==> src/pool_free_list_allocator_assert.svh <==
// Assertion macros used by the pool allocator top level.
`ifndef POOL_FREE_LIST_ALLOCATOR_ASSERT_SVH
`define POOL_FREE_LIST_ALLOCATOR_ASSERT_SVH

// Same-cycle implication, clocked on clk, off during rst.
`define PFL_ASSERT_NOW(lbl, ante, cons, msg) \
  lbl: assert property (@(posedge clk) disable iff (rst) (ante) |-> (cons)) \
    else $error(msg);

// Next-cycle implication, clocked on clk, off during rst.
`define PFL_ASSERT_NEXT(lbl, ante, cons, msg) \
  lbl: assert property (@(posedge clk) disable iff (rst) (ante) |=> (cons)) \
    else $error(msg);

`endif

==> src/pfl_pkg.sv <==
// Types and constants for the pool free-list allocator.
`default_nettype none

package pfl_pkg;

  localparam int VAL_W = 32;
  localparam int REC_W = 3 * VAL_W;

  typedef enum logic [1:0] {
    FUNC_ALLOC = 2'd0,
    FUNC_FREE  = 2'd1,
    FUNC_READ  = 2'd2,
    FUNC_NONE  = 2'd3
  } func_e_t;

  typedef enum logic [1:0] {
    STAT_OK   = 2'd0,
    STAT_FULL = 2'd1,
    STAT_BAD  = 2'd2
  } status_e_t;

  typedef enum logic {
    ST_IDLE = 1'b0,
    ST_EXEC = 1'b1
  } state_t;

  typedef struct packed {
    logic capture;
    logic commit;
  } cmd_t;

endpackage

`default_nettype wire

==> src/pool_free_list_allocator.sv <==
// Pool free-list allocator top level: FSM controller plus free-list datapath.
// The request is latched and the link, flag and record RAM reads are issued at
//   capture; the result register loads at commit, which waits in the execute
//   state until the output register has drained. A new request is taken only
//   once the previous one has committed (in_ready is high only while idle).
// Reset: synchronous, active high; empties the list and the mark, no RAM clearing.
`default_nettype none

`include "pool_free_list_allocator_assert.svh"

module pool_free_list_allocator #(
  parameter int POOL_SLOTS = 16,
  localparam int SW = $clog2(POOL_SLOTS),
  localparam int CW = $clog2(POOL_SLOTS + 1)
) (
  input  wire logic                             clk,
  input  wire logic                             rst,
  // request channel
  input  wire logic                             in_valid,
  output logic                                  in_ready,
  input  wire logic [1:0]                       func,
  input  wire logic [SW-1:0]                    slot,
  input  wire logic signed [pfl_pkg::VAL_W-1:0] val_x,
  input  wire logic signed [pfl_pkg::VAL_W-1:0] val_y,
  input  wire logic signed [pfl_pkg::VAL_W-1:0] val_z,
  // result channel
  output logic                                  out_valid,
  input  wire logic                             out_ready,
  output logic [1:0]                            status,
  output logic [SW-1:0]                         slot_out,
  output logic signed [pfl_pkg::VAL_W-1:0]     rd_x,
  output logic signed [pfl_pkg::VAL_W-1:0]     rd_y,
  output logic signed [pfl_pkg::VAL_W-1:0]     rd_z,
  output logic [CW-1:0]                         free_count
);

  // A new request is taken while the previous result still waits in the output
  // reg; its commit then holds until that result drains.
  // Data of slots at or above the mark is never used, so the RAMs need no clearing pass.

  // capture: request taken, RAM reads issued
  // commit:  free-list update, RAM writes, result register load
  pfl_pkg::cmd_t cmd;

  pfl_ctrl u_ctrl (
    .clk       (clk),
    .rst       (rst),
    .in_valid  (in_valid),
    .in_ready  (in_ready),
    .out_valid (out_valid),
    .out_ready (out_ready),
    .cmd       (cmd)
  );

  pfl_datapath #(.POOL_SLOTS(POOL_SLOTS)) u_dp (
    .clk        (clk),
    .rst        (rst),
    .cmd        (cmd),
    .func       (func),
    .slot       (slot),
    .val_x      (val_x),
    .val_y      (val_y),
    .val_z      (val_z),
    .status     (status),
    .slot_out   (slot_out),
    .rd_x       (rd_x),
    .rd_y       (rd_y),
    .rd_z       (rd_z),
    .free_count (free_count)
  );

  // one request in flight: no second capture right after a capture
  `PFL_ASSERT_NEXT(a_one_in_flight, in_valid && in_ready, !in_ready,
                   "request taken during execute")

  // pool full only happens with an empty free list
  `PFL_ASSERT_NOW(a_full_empty, out_valid && status == pfl_pkg::STAT_FULL,
                  slot_out == '0 && free_count == '0,
                  "full result with nonempty list")

  // record fields are zero unless the status is ok
  `PFL_ASSERT_NOW(a_err_zero, out_valid && status != pfl_pkg::STAT_OK,
                  rd_x == '0 && rd_y == '0 && rd_z == '0,
                  "error result carries data")

endmodule

`default_nettype wire

==> src/pfl_ram.sv <==
// Generic single-write, single-read RAM with registered read.
`default_nettype none

module pfl_ram #(
  parameter int WIDTH = 8,
  parameter int DEPTH = 16,
  localparam int AW = $clog2(DEPTH)
) (
  input  wire logic             clk,
  input  wire logic             we,
  input  wire logic [AW-1:0]    waddr,
  input  wire logic [WIDTH-1:0] wdata,
  input  wire logic             re,
  input  wire logic [AW-1:0]    raddr,
  output logic      [WIDTH-1:0] rdata
);

  logic [WIDTH-1:0] mem [DEPTH];

  always_ff @(posedge clk) begin
    if (we) begin
      mem[waddr] <= wdata;
    end
    if (re) begin
      rdata <= mem[raddr];
    end
  end

endmodule

`default_nettype wire

==> src/pfl_ctrl.sv <==
// Controller FSM: request handshake, execute step, output valid.
`default_nettype none

module pfl_ctrl (
  input  wire logic     clk,
  input  wire logic     rst,
  input  wire logic     in_valid,
  output logic          in_ready,
  output logic          out_valid,
  input  wire logic     out_ready,
  output pfl_pkg::cmd_t cmd
);

  pfl_pkg::state_t state, state_next;
  logic            out_valid_next;

  always_ff @(posedge clk) begin
    if (rst) begin
      state     <= pfl_pkg::ST_IDLE;
      out_valid <= 1'b0;
    end else begin
      state     <= state_next;
      out_valid <= out_valid_next;
    end
  end

  always_comb begin
    state_next     = state;
    out_valid_next = out_valid;
    cmd            = '0;
    in_ready       = 1'b0;
    if (out_ready) begin
      out_valid_next = 1'b0;
    end
    unique case (state)
      pfl_pkg::ST_IDLE: begin
        in_ready = 1'b1;
        if (in_valid) begin
          cmd.capture = 1'b1;
          state_next  = pfl_pkg::ST_EXEC;
        end
      end
      pfl_pkg::ST_EXEC: begin
        // wait for the output register to drain
        if (!out_valid || out_ready) begin
          cmd.commit     = 1'b1;
          out_valid_next = 1'b1;
          state_next     = pfl_pkg::ST_IDLE;
        end
      end
    endcase
  end

endmodule

`default_nettype wire

==> src/pfl_datapath.sv <==
// Datapath: request latch, free-list registers, RAMs and result register.
`default_nettype none

module pfl_datapath #(
  parameter int POOL_SLOTS = 16,
  localparam int SW = $clog2(POOL_SLOTS),
  localparam int CW = $clog2(POOL_SLOTS + 1)
) (
  input  wire logic                          clk,
  input  wire logic                          rst,
  input  wire pfl_pkg::cmd_t                 cmd,
  input  wire logic [1:0]                    func,
  input  wire logic [SW-1:0]                 slot,
  input  wire logic signed [pfl_pkg::VAL_W-1:0] val_x,
  input  wire logic signed [pfl_pkg::VAL_W-1:0] val_y,
  input  wire logic signed [pfl_pkg::VAL_W-1:0] val_z,
  output logic [1:0]                         status,
  output logic [SW-1:0]                      slot_out,
  output logic signed [pfl_pkg::VAL_W-1:0]   rd_x,
  output logic signed [pfl_pkg::VAL_W-1:0]   rd_y,
  output logic signed [pfl_pkg::VAL_W-1:0]   rd_z,
  output logic [CW-1:0]                      free_count
);

  localparam int VW = pfl_pkg::VAL_W;
  localparam int RW = pfl_pkg::REC_W;
  localparam logic [CW-1:0] SLOTS_C = CW'(POOL_SLOTS);

  // latched request
  pfl_pkg::func_e_t req_func;
  logic [SW-1:0]    req_slot;
  logic [RW-1:0]    req_rec;

  // free-list state
  logic [SW-1:0] head, head_next;
  logic [CW-1:0] hw, hw_next;
  logic [CW-1:0] count, count_next;

  // RAM ports
  logic [SW-1:0] link_rd;
  logic [0:0]    free_rd;
  logic [RW-1:0] rec_rd;
  logic          link_we, free_we, rec_we;
  logic [SW-1:0] link_waddr, free_waddr, rec_waddr;
  logic [0:0]    free_wdata;

  // execute-step decode
  logic [CW-1:0]           slot_ext;
  logic                    bad;
  logic [SW-1:0]           alloc_slot;
  logic [1:0]              status_next;
  logic [SW-1:0]           slot_out_next;
  logic [RW-1:0]           rd_next;

  always_ff @(posedge clk) begin
    if (cmd.capture) begin
      req_func <= pfl_pkg::func_e_t'(func);
      req_slot <= slot;
      req_rec  <= {val_z, val_y, val_x};
    end
  end

  always_ff @(posedge clk) begin
    if (rst) begin
      head  <= '0;  // don't-care while the list is empty
      hw    <= '0;
      count <= '0;
    end else if (cmd.commit) begin
      head  <= head_next;
      hw    <= hw_next;
      count <= count_next;
    end
  end

  always_comb begin
    slot_ext      = CW'(req_slot);
    // slots at or above the mark were never handed out (also covers >= POOL_SLOTS)
    bad           = (slot_ext >= hw) || free_rd[0];
    alloc_slot    = (count != '0) ? head : hw[SW-1:0];
    head_next     = head;
    hw_next       = hw;
    count_next    = count;
    status_next   = pfl_pkg::STAT_OK;
    slot_out_next = req_slot;
    rd_next       = '0;
    link_we       = 1'b0;
    free_we       = 1'b0;
    rec_we        = 1'b0;
    link_waddr    = req_slot;
    free_waddr    = req_slot;
    free_wdata    = 1'b0;
    rec_waddr     = alloc_slot;
    unique case (req_func)
      pfl_pkg::FUNC_ALLOC: begin
        priority if (count != '0) begin
          // pop the head; its link was read at capture
          head_next     = link_rd;
          count_next    = count - CW'(1);
          rec_we        = 1'b1;
          free_we       = 1'b1;
          free_waddr    = alloc_slot;
          slot_out_next = alloc_slot;
        end else if (hw < SLOTS_C) begin
          hw_next       = hw + CW'(1);
          rec_we        = 1'b1;
          free_we       = 1'b1;
          free_waddr    = alloc_slot;
          slot_out_next = alloc_slot;
        end else begin
          status_next   = pfl_pkg::STAT_FULL;
          slot_out_next = '0;
        end
      end
      pfl_pkg::FUNC_FREE: begin
        if (bad) begin
          status_next = pfl_pkg::STAT_BAD;
        end else begin
          link_we    = 1'b1;
          free_we    = 1'b1;
          free_wdata = 1'b1;
          head_next  = req_slot;
          count_next = count + CW'(1);
        end
      end
      pfl_pkg::FUNC_READ: begin
        if (bad) begin
          status_next = pfl_pkg::STAT_BAD;
        end else begin
          rd_next = rec_rd;
        end
      end
      pfl_pkg::FUNC_NONE: begin
      end
    endcase
    link_we = link_we & cmd.commit;
    free_we = free_we & cmd.commit;
    rec_we  = rec_we & cmd.commit;
  end

  always_ff @(posedge clk) begin
    if (cmd.commit) begin
      status     <= status_next;
      slot_out   <= slot_out_next;
      rd_x       <= $signed(rd_next[VW-1:0]);
      rd_y       <= $signed(rd_next[2*VW-1:VW]);
      rd_z       <= $signed(rd_next[3*VW-1:2*VW]);
      free_count <= count_next;
    end
  end

  // next-free links, read at the current head
  pfl_ram #(.WIDTH(SW), .DEPTH(POOL_SLOTS)) u_link_ram (
    .clk   (clk),
    .we    (link_we),
    .waddr (link_waddr),
    .wdata (head),
    .re    (cmd.capture),
    .raddr (head),
    .rdata (link_rd)
  );

  // on-free-list flags; every slot below the mark has been written
  pfl_ram #(.WIDTH(1), .DEPTH(POOL_SLOTS)) u_free_ram (
    .clk   (clk),
    .we    (free_we),
    .waddr (free_waddr),
    .wdata (free_wdata),
    .re    (cmd.capture),
    .raddr (slot),
    .rdata (free_rd)
  );

  pfl_ram #(.WIDTH(RW), .DEPTH(POOL_SLOTS)) u_rec_ram (
    .clk   (clk),
    .we    (rec_we),
    .waddr (rec_waddr),
    .wdata (req_rec),
    .re    (cmd.capture),
    .raddr (slot),
    .rdata (rec_rd)
  );

endmodule

`default_nettype wire

==> config.mk <==
export PLATFORM = sky130hd
export DESIGN_NAME = pool_free_list_allocator
export DESIGN_NICKNAME = d
export VERILOG_FILES = /design/src/pfl_pkg.sv /design/src/pool_free_list_allocator.sv /design/src/pfl_ram.sv /design/src/pfl_ctrl.sv /design/src/pfl_datapath.sv
export VERILOG_INCLUDE_DIRS = /design/src /design/src/src
export SDC_FILE = /design/constraint.sdc
export NUM_CORES = 1
export LEC_CHECK = 0
export ABC_AREA = 0
export BUFFER_PORTS_ARGS = -buffer_cell sky130_fd_sc_hd__buf_4
export CORE_MARGIN = 8
export CORE_UTILIZATION = 31
export CTS_CLUSTER_DIAMETER = 50
export DETAILED_ROUTE_END_ITERATION = 8
export HOLD_SLACK_MARGIN = 0.12
export PLACE_DENSITY = 0.52
export SLEW_MARGIN = 20
export SYNTH_ARGS = -nofsm -noshare
export SYNTH_HDL_FRONTEND = slang
export SYNTH_SLANG_ARGS = --single-unit
==> constraint.sdc <==
create_clock -name clk -period 16.2 [get_ports clk]
set_input_delay 1.62 -clock clk [delete_from_list [all_inputs] [get_ports clk]]
set_output_delay 1.62 -clock clk [all_outputs]
set_load 0.01 [all_outputs]
## After elaboration in Yosys (flattened, before gate mapping)

Memory sizes are Yosys's and may differ from the RTL's. A register that Yosys moved wholly into a read port is not among the register bits.
Index checks and enable logic that the tools add are counted.
Widths: inputs -> output; s select.

| word-level totals | value |
|---|---|
| register bits | 225 |
| memory bits (writable) | 1,616 |
| output and inout port bits | 109 |
| memories kept | 3 |

| operators by class | value |
|---|---|
| add/sub/neg operators | 3 |
| $lt $le $gt $ge | 2 |
| equal/unequal tests | 4 |
| mux-type cells | 39 |
| bitwise gates (word level) | 6 |
| reduce and logical (&&, ||, !) cells | 10 |

Memory list:

| name | words | width | rd ports | clocked after memory_dff | write ports | RTL line | text |
|---|---|---|---|---|---|---|---|
| u_dp.u_rec_ram.mem | 16 | 96 | 1 | 1 | 1 | pfl_ram.sv:18 | `logic [WIDTH-1:0] mem [DEPTH];` |
| u_dp.u_link_ram.mem | 16 | 4 | 1 | 1 | 1 | pfl_ram.sv:18 |  |
| u_dp.u_free_ram.mem | 16 | 1 | 1 | 1 | 1 | pfl_ram.sv:18 |  |

Operator list:

| cell | number |
|---|---|
| $mux 4 | 9 |
| $mux 1 | 21 |
| $add 5x1->5 const B | 2 |
| $mux 5 | 2 |
| $pmux 5 s2 | 1 |
| $pmux 4 s2 | 1 |
| $reduce_and 4->1 | 2 |
| $ge 4x5->1 | 1 |
| $lt 5x5->1 const B | 1 |
| $reduce_bool 5->1 | 1 |
| $sub 5x1->5 const B | 1 |
| $mux 2 | 2 |
| $pmux 1 s2 | 2 |
| $pmux 2 s2 | 1 |
| $reduce_or 2->1 | 2 |
| $and 1x1->1 | 3 |
| $not 1->1 | 3 |
| $eq 2x1->1 const B | 1 |
| $eq 2x2->1 const B | 1 |
| $logic_not 2->1 | 1 |
| $logic_or 1x1->1 | 2 |
| $ne 2x1->1 const B | 1 |
| $ne 2x2->1 const B | 1 |
| $reduce_bool 2->1 | 1 |
| $logic_not 1->1 | 1 |

## Logic depth before layout (Yosys ltp)

| logic depth | value |
|---|---|
| depth after elaboration | 7 |
| gate-level depth with buffers | 9 |
| gate-level depth less buffers | 7 |

## Hierarchy

From an unflattened synthesis, not the netlist that was laid out.

| unflattened totals | value |
|---|---|
| cell total of the unflattened synthesis | 3,150 |
| area, all modules | 72,203.0 sq um |

By module, submodules not included:

| module | times used | cells each | area an instance (sq um) | sequential area each (sq um) |
|---|---|---|---|---|
| pfl_ram (u_dp.u_rec_ram) | 1 | 2,460 | 60,316.6 | 49,007.0 |
| pfl_datapath | 1 | 504 | 8,336.7 | 6,556.3 |
| pfl_ram (u_dp.u_link_ram) | 1 | 130 | 2,706.3 | 2,042.0 |
| pfl_ram (u_dp.u_free_ram) | 1 | 47 | 755.7 | 510.5 |
| pfl_ctrl | 1 | 9 | 87.6 | 40.0 |

## Worst setup path before layout

Ideal clock, no wire load.

| timing path | value |
|---|---|
| path type | input-to-reg |
| from | in in_valid |
| to | reg u_dp.req_slot[0] (netlist: u_dp.link_waddr[0]) (enable) |
| arrival time | 10.372 ns |
| required time | 15.406 ns |
| path slack | 5.034 ns |
| cell stages on the path | 1 |
| buffers on the path | 0 |
| cell sequence | nor2b_1 |

| on the way | value |
|---|---|
| cells in the longest elaborated chain, start to end | 2 |

RTL lines:

| what | RTL line | text |
|---|---|---|
| start: declaration | pool_free_list_allocator.sv:19 | `input wire logic in_valid,` |
| $mux 1 | pfl_ctrl.sv:38 | `if (in_valid) begin` |
| $mux 1 | pfl_ctrl.sv:35 | `unique case (state)` |
| end signal: assignment | pfl_datapath.sv:58 | `req_slot <= slot;` |
| end: declaration | pfl_datapath.sv:31 | `logic [SW-1:0] req_slot;` |

No other way between the ends.
A chain may end at the register's enable or synchronous reset.

## Worst setup path after layout

| timing path | value |
|---|---|
| from | in out_ready |
| to | mem u_dp.u_rec_ram.mem[5][9] in the netlist's numbering (enable) |

| on the way | value |
|---|---|
| cells in the longest elaborated chain, start to end | 6 |

RTL lines:

| what | RTL line | text |
|---|---|---|
| start: declaration | pool_free_list_allocator.sv:28 | `input wire logic out_ready,` |
| $logic_or 1x1->1 | pfl_ctrl.sv:45 | `if (!out_valid \|\| out_ready) begin` |
| $mux 1 | pfl_ctrl.sv:45 |  |
| $mux 1 | pfl_ctrl.sv:35 |  |
| $and 1x1->1 | pfl_datapath.sv:137 | `rec_we = rec_we & cmd.commit;` |
| $mux 1 | pfl_ram.sv:21 | `if (we) begin` |
| $mux 1 (implied by the code) | pfl_ram.sv:22 | `mem[waddr] <= wdata;` |
| end: declaration | pfl_ram.sv:18 |  |

No other way between the ends.

==> out/results.tsv <==
metric	value	unit
drt first-iter violations	3095	
syn nets	3070	
root buffer cell	clkbuf_16	
Die Ht	499.0	µm
status	completed	
Die Width	499.0	µm
fin nets	3406	
number of antenna-violating nets in the routed design	0	
Int Power	8.497	mW
Max Slew Vio Count	0	
Core ar.	232300	µm²
global-route wire length before repair	254200	µm
Sw Pwr	2.270	mW
Leak Pwr	26.69	nW
worst path cell trace	buf_4 -> nand2b_1 -> nand2_1 -> nor2_1 -> nand3_1 -> nor2_4 -> buf_4	
FP Rows	177	
final number of setup-violating endpoints	0	
Post-synth ARST share	0	
CTS tree	done	
DRC viols	0	
Final Hold Viols	0	
fmax	0.2115	GHz
largest net degree at the start of global routing	127	
Detailed Place HPWL	87660	µm
Seq/Total Area, Yosys	0.8041	
CP Class	in -> reg	
drt pass-1 iters	5	
Comb pwr share	0.036	
utilization after layout	0.3643	
Layout area overhead	17.00	%
Post-Syn Area	72330	µm²
Placer Congestion	0.7101	
CTS H-tree lvls	4	
synth top area cells	edfxtp_1 80%, mux4_2 16%, and3_1 0.87%	
starting density of the core	0.3113	
FILL cells	20862	
initial antenna violation count	16	
most common library cells after synthesis	1926 x edfxtp_1, 505 x mux4_2, 101 x and3_1	
Worst-path clk slew	60	ps
switching part of the total	0.2108	
PnR worst setup slack	11470	ps
Worst path most repeated cell	buf_4	
crit-path leading delay family	simple AND/OR/NAND/NOR gates	
number of flops mapped to enable cells by yosys	1926	
WP buf/inv	2	
# Max-Cap Violations	0	
clock share of power	0.435	
CTS max path bufs	3	
unrepaired setup endpoints after global routing	no	
Die Area	249000	µm²
dominant cell type by area after synthesis	edfxtp_1	
Avg Vias per Cell	4.946	
Inserted Clock Buffers	209	
WL/cell	27.24	µm
Hold Path Class	reg -> reg	
sum of negative setup slack	0	ps
post-CTS sizing	0	
GRT Total Usage	0.1390	
maximum vdd ir drop	0.0001053	V
IO Port Bufs	214	
period utilization	0.2919	
Ys Warns	0	
area fraction of the dominant cell type after synthesis	0.7996	
Mapped Cells	2952	
share of cells above drive strength 1	0.3219	
Routed WL	177200	µm
Crit Path Max Fanout	45	
Vias	32172	
CP required	16640	ps
CP max stage cell	nor2_4	
IO Pins	215	
vias in the first global route	33727	
Relative slew margins	0.2907	
cts hold-fix bufs	0	
CTS sink count	1942	
FF+latch count, synth	1942	
crit path time final	4728	ps
skew final	23.93	ps
Synth cell types	55	
crit path DAT	5170	ps
sequential share of power	0.529	
Pwr per Cell Area	127.2	nW/µm²
CP Capture Type	flop	
Worst-Margin Slew	1059	ps
pre-CTS WS	10530	ps
Main synth FF type	edfxtp_1	
CP peak stage delay	920	ps
count leader, synth	edfxtp_1	
kind of launch point of the worst setup path	input port	
setup repair bufs after CTS	0	
Avg Inst Size Synth	24.50	µm²
global route total overflow	0	
later-pin clock latency in the skew report	840	ps
layer usage:
metal / GRT usage / wire (µm) / up-vias
li1: - / - / 13386
met5: 0 / 13 / -
met1: 0.1976 / 79830 / 17661
met3: 0.02592 / 9363 / 236
met2: 0.2221 / 84470 / 887
met4: 0.03494 / 3508 / 2
per-stage QoR:
step           cell area, µm²  cells  total power [mW]  hold slack (ps)
6_report                84630   6505             10.77            485.0
5_1_grt                 84610   6499             11.11            512.9
4_1_cts                 84580   6497             10.91            482.4
3_5_place_dp            77830   6119             6.204            464.6
3_3_place_gp            77830   6119             6.199            475.3
2_1_floorplan           72330   2952             6.019            450.7
cells in the final DEF (no fill, tap or decap), types with 4 or more instances in the layout:
cell type and n:
a21oi_1 18, a2bb2oi_1 4, a31o_2 4, a31oi_1 8, and3_1 101, buf_12 9, buf_4 263, bufinv_16 18
clkbuf_1 41, clkbuf_16 213, clkinv_1 40, clkinv_2 20, clkinv_4 10, clkinv_8 7, clkinvlp_4 9, dfxtp_1 16
diode_2 7, edfxtp_1 1926, ha_1 11, inv_1 16, inv_6 14, inv_8 7, mux2i_1 7, mux4_2 505
nand2_1 17, nand2b_1 6, nand3_1 8, nand4_1 6, nor2_1 53, nor2_4 16, nor3_1 11, nor3b_1 6
o2111ai_1 5, o21ai_0 4, o31ai_1 4
final cells by class:
type / instances / area [µm²] / share of cell area
Tap cell: 3043 / 3807 / 0.04499
Timing Repair Buffer: 276 / 2210 / 0.02611
Clock buffer: 254 / 5484 / 0.06480
Multi-Input combinational cell: 841 / 13610 / 0.1608
Sequential cell: 1942 / 58160 / 0.6872
Antenna cell: 7 / 17.52 / 0.0002070
Inverter: 18 / 72.57 / 0.0008575
Clock inverter: 124 / 1269 / 0.01499
power groups by stage:
stage                     Sequential [mW]  Clock, mW  Combinational [mW]
final                                5.70       4.68               0.386
after global routing                 5.71       4.99               0.418
after CTS                            5.70       4.81               0.400
after detailed placement             5.80          0               0.400
after global placement               5.80          0               0.398
after floorplan                      5.78          0               0.238
tightest hold or removal path, delay by kind of cell, from the launching register on:
family          cells  cell delay (ps)
compound gates      1               60
flops               1              310
simple gates        1               70
registers in the layout (all words and copies together) (netlist names):
register and count:
u_dp.rd_x 32, u_dp.u_rec_ram.mem 1536, u_dp.u_link_ram.mem 64, u_ctrl.out_valid 1, u_dp.link_waddr 4, u_dp.head 4
u_dp.u_free_ram.mem 16, u_dp.u_link_ram.rdata 4, u_dp.free_count 5, u_dp.req_rec 96, u_dp.rd_z 32, u_dp.status 2
u_dp.hw 5, u_dp.u_rec_ram.rdata 96, u_dp.u_free_ram.rdata 1, u_ctrl.state 1, u_dp.rd_y 32, u_dp.count 5
u_dp.req_func 2, u_dp.slot_out 4
kinds of logic (layout without fill, tap and decap cells):
logic type                 Yosys count  count (layout)  synth area share
AOI/OAI and AO/OA                   76              76          0.007594
xor gates and xnor gates             3               3         0.0003633
adders and majority gates           12              12          0.002076
buffers and inverters              169             672          0.009878
DFF                               1942            1942            0.8041
muxes                              512             512            0.1582
other                                0               7                 0
and+or+nand+nor                    238             238           0.01782
path summary, 6_finish.rpt:
kind,from,endpoint,slack [ps],cells after the start
worst max-delay path,out_ready,u_dp.u_rec_ram.mem[5][9]$_DFFE_PP_,11470,7
worst min-delay path,u_dp.hw[2]$_SDFFE_PP0P_,u_dp.hw[4]$_SDFFE_PP0P_,480,2
worst max register to register,u_dp.count[0]$_SDFFE_PP0P_,u_dp.u_rec_ram.mem[5][9]$_DFFE_PP_,11500,8
worst min register to register,u_dp.hw[2]$_SDFFE_PP0P_,u_dp.hw[4]$_SDFFE_PP0P_,480,2
(Power assumes the default switching activity.)
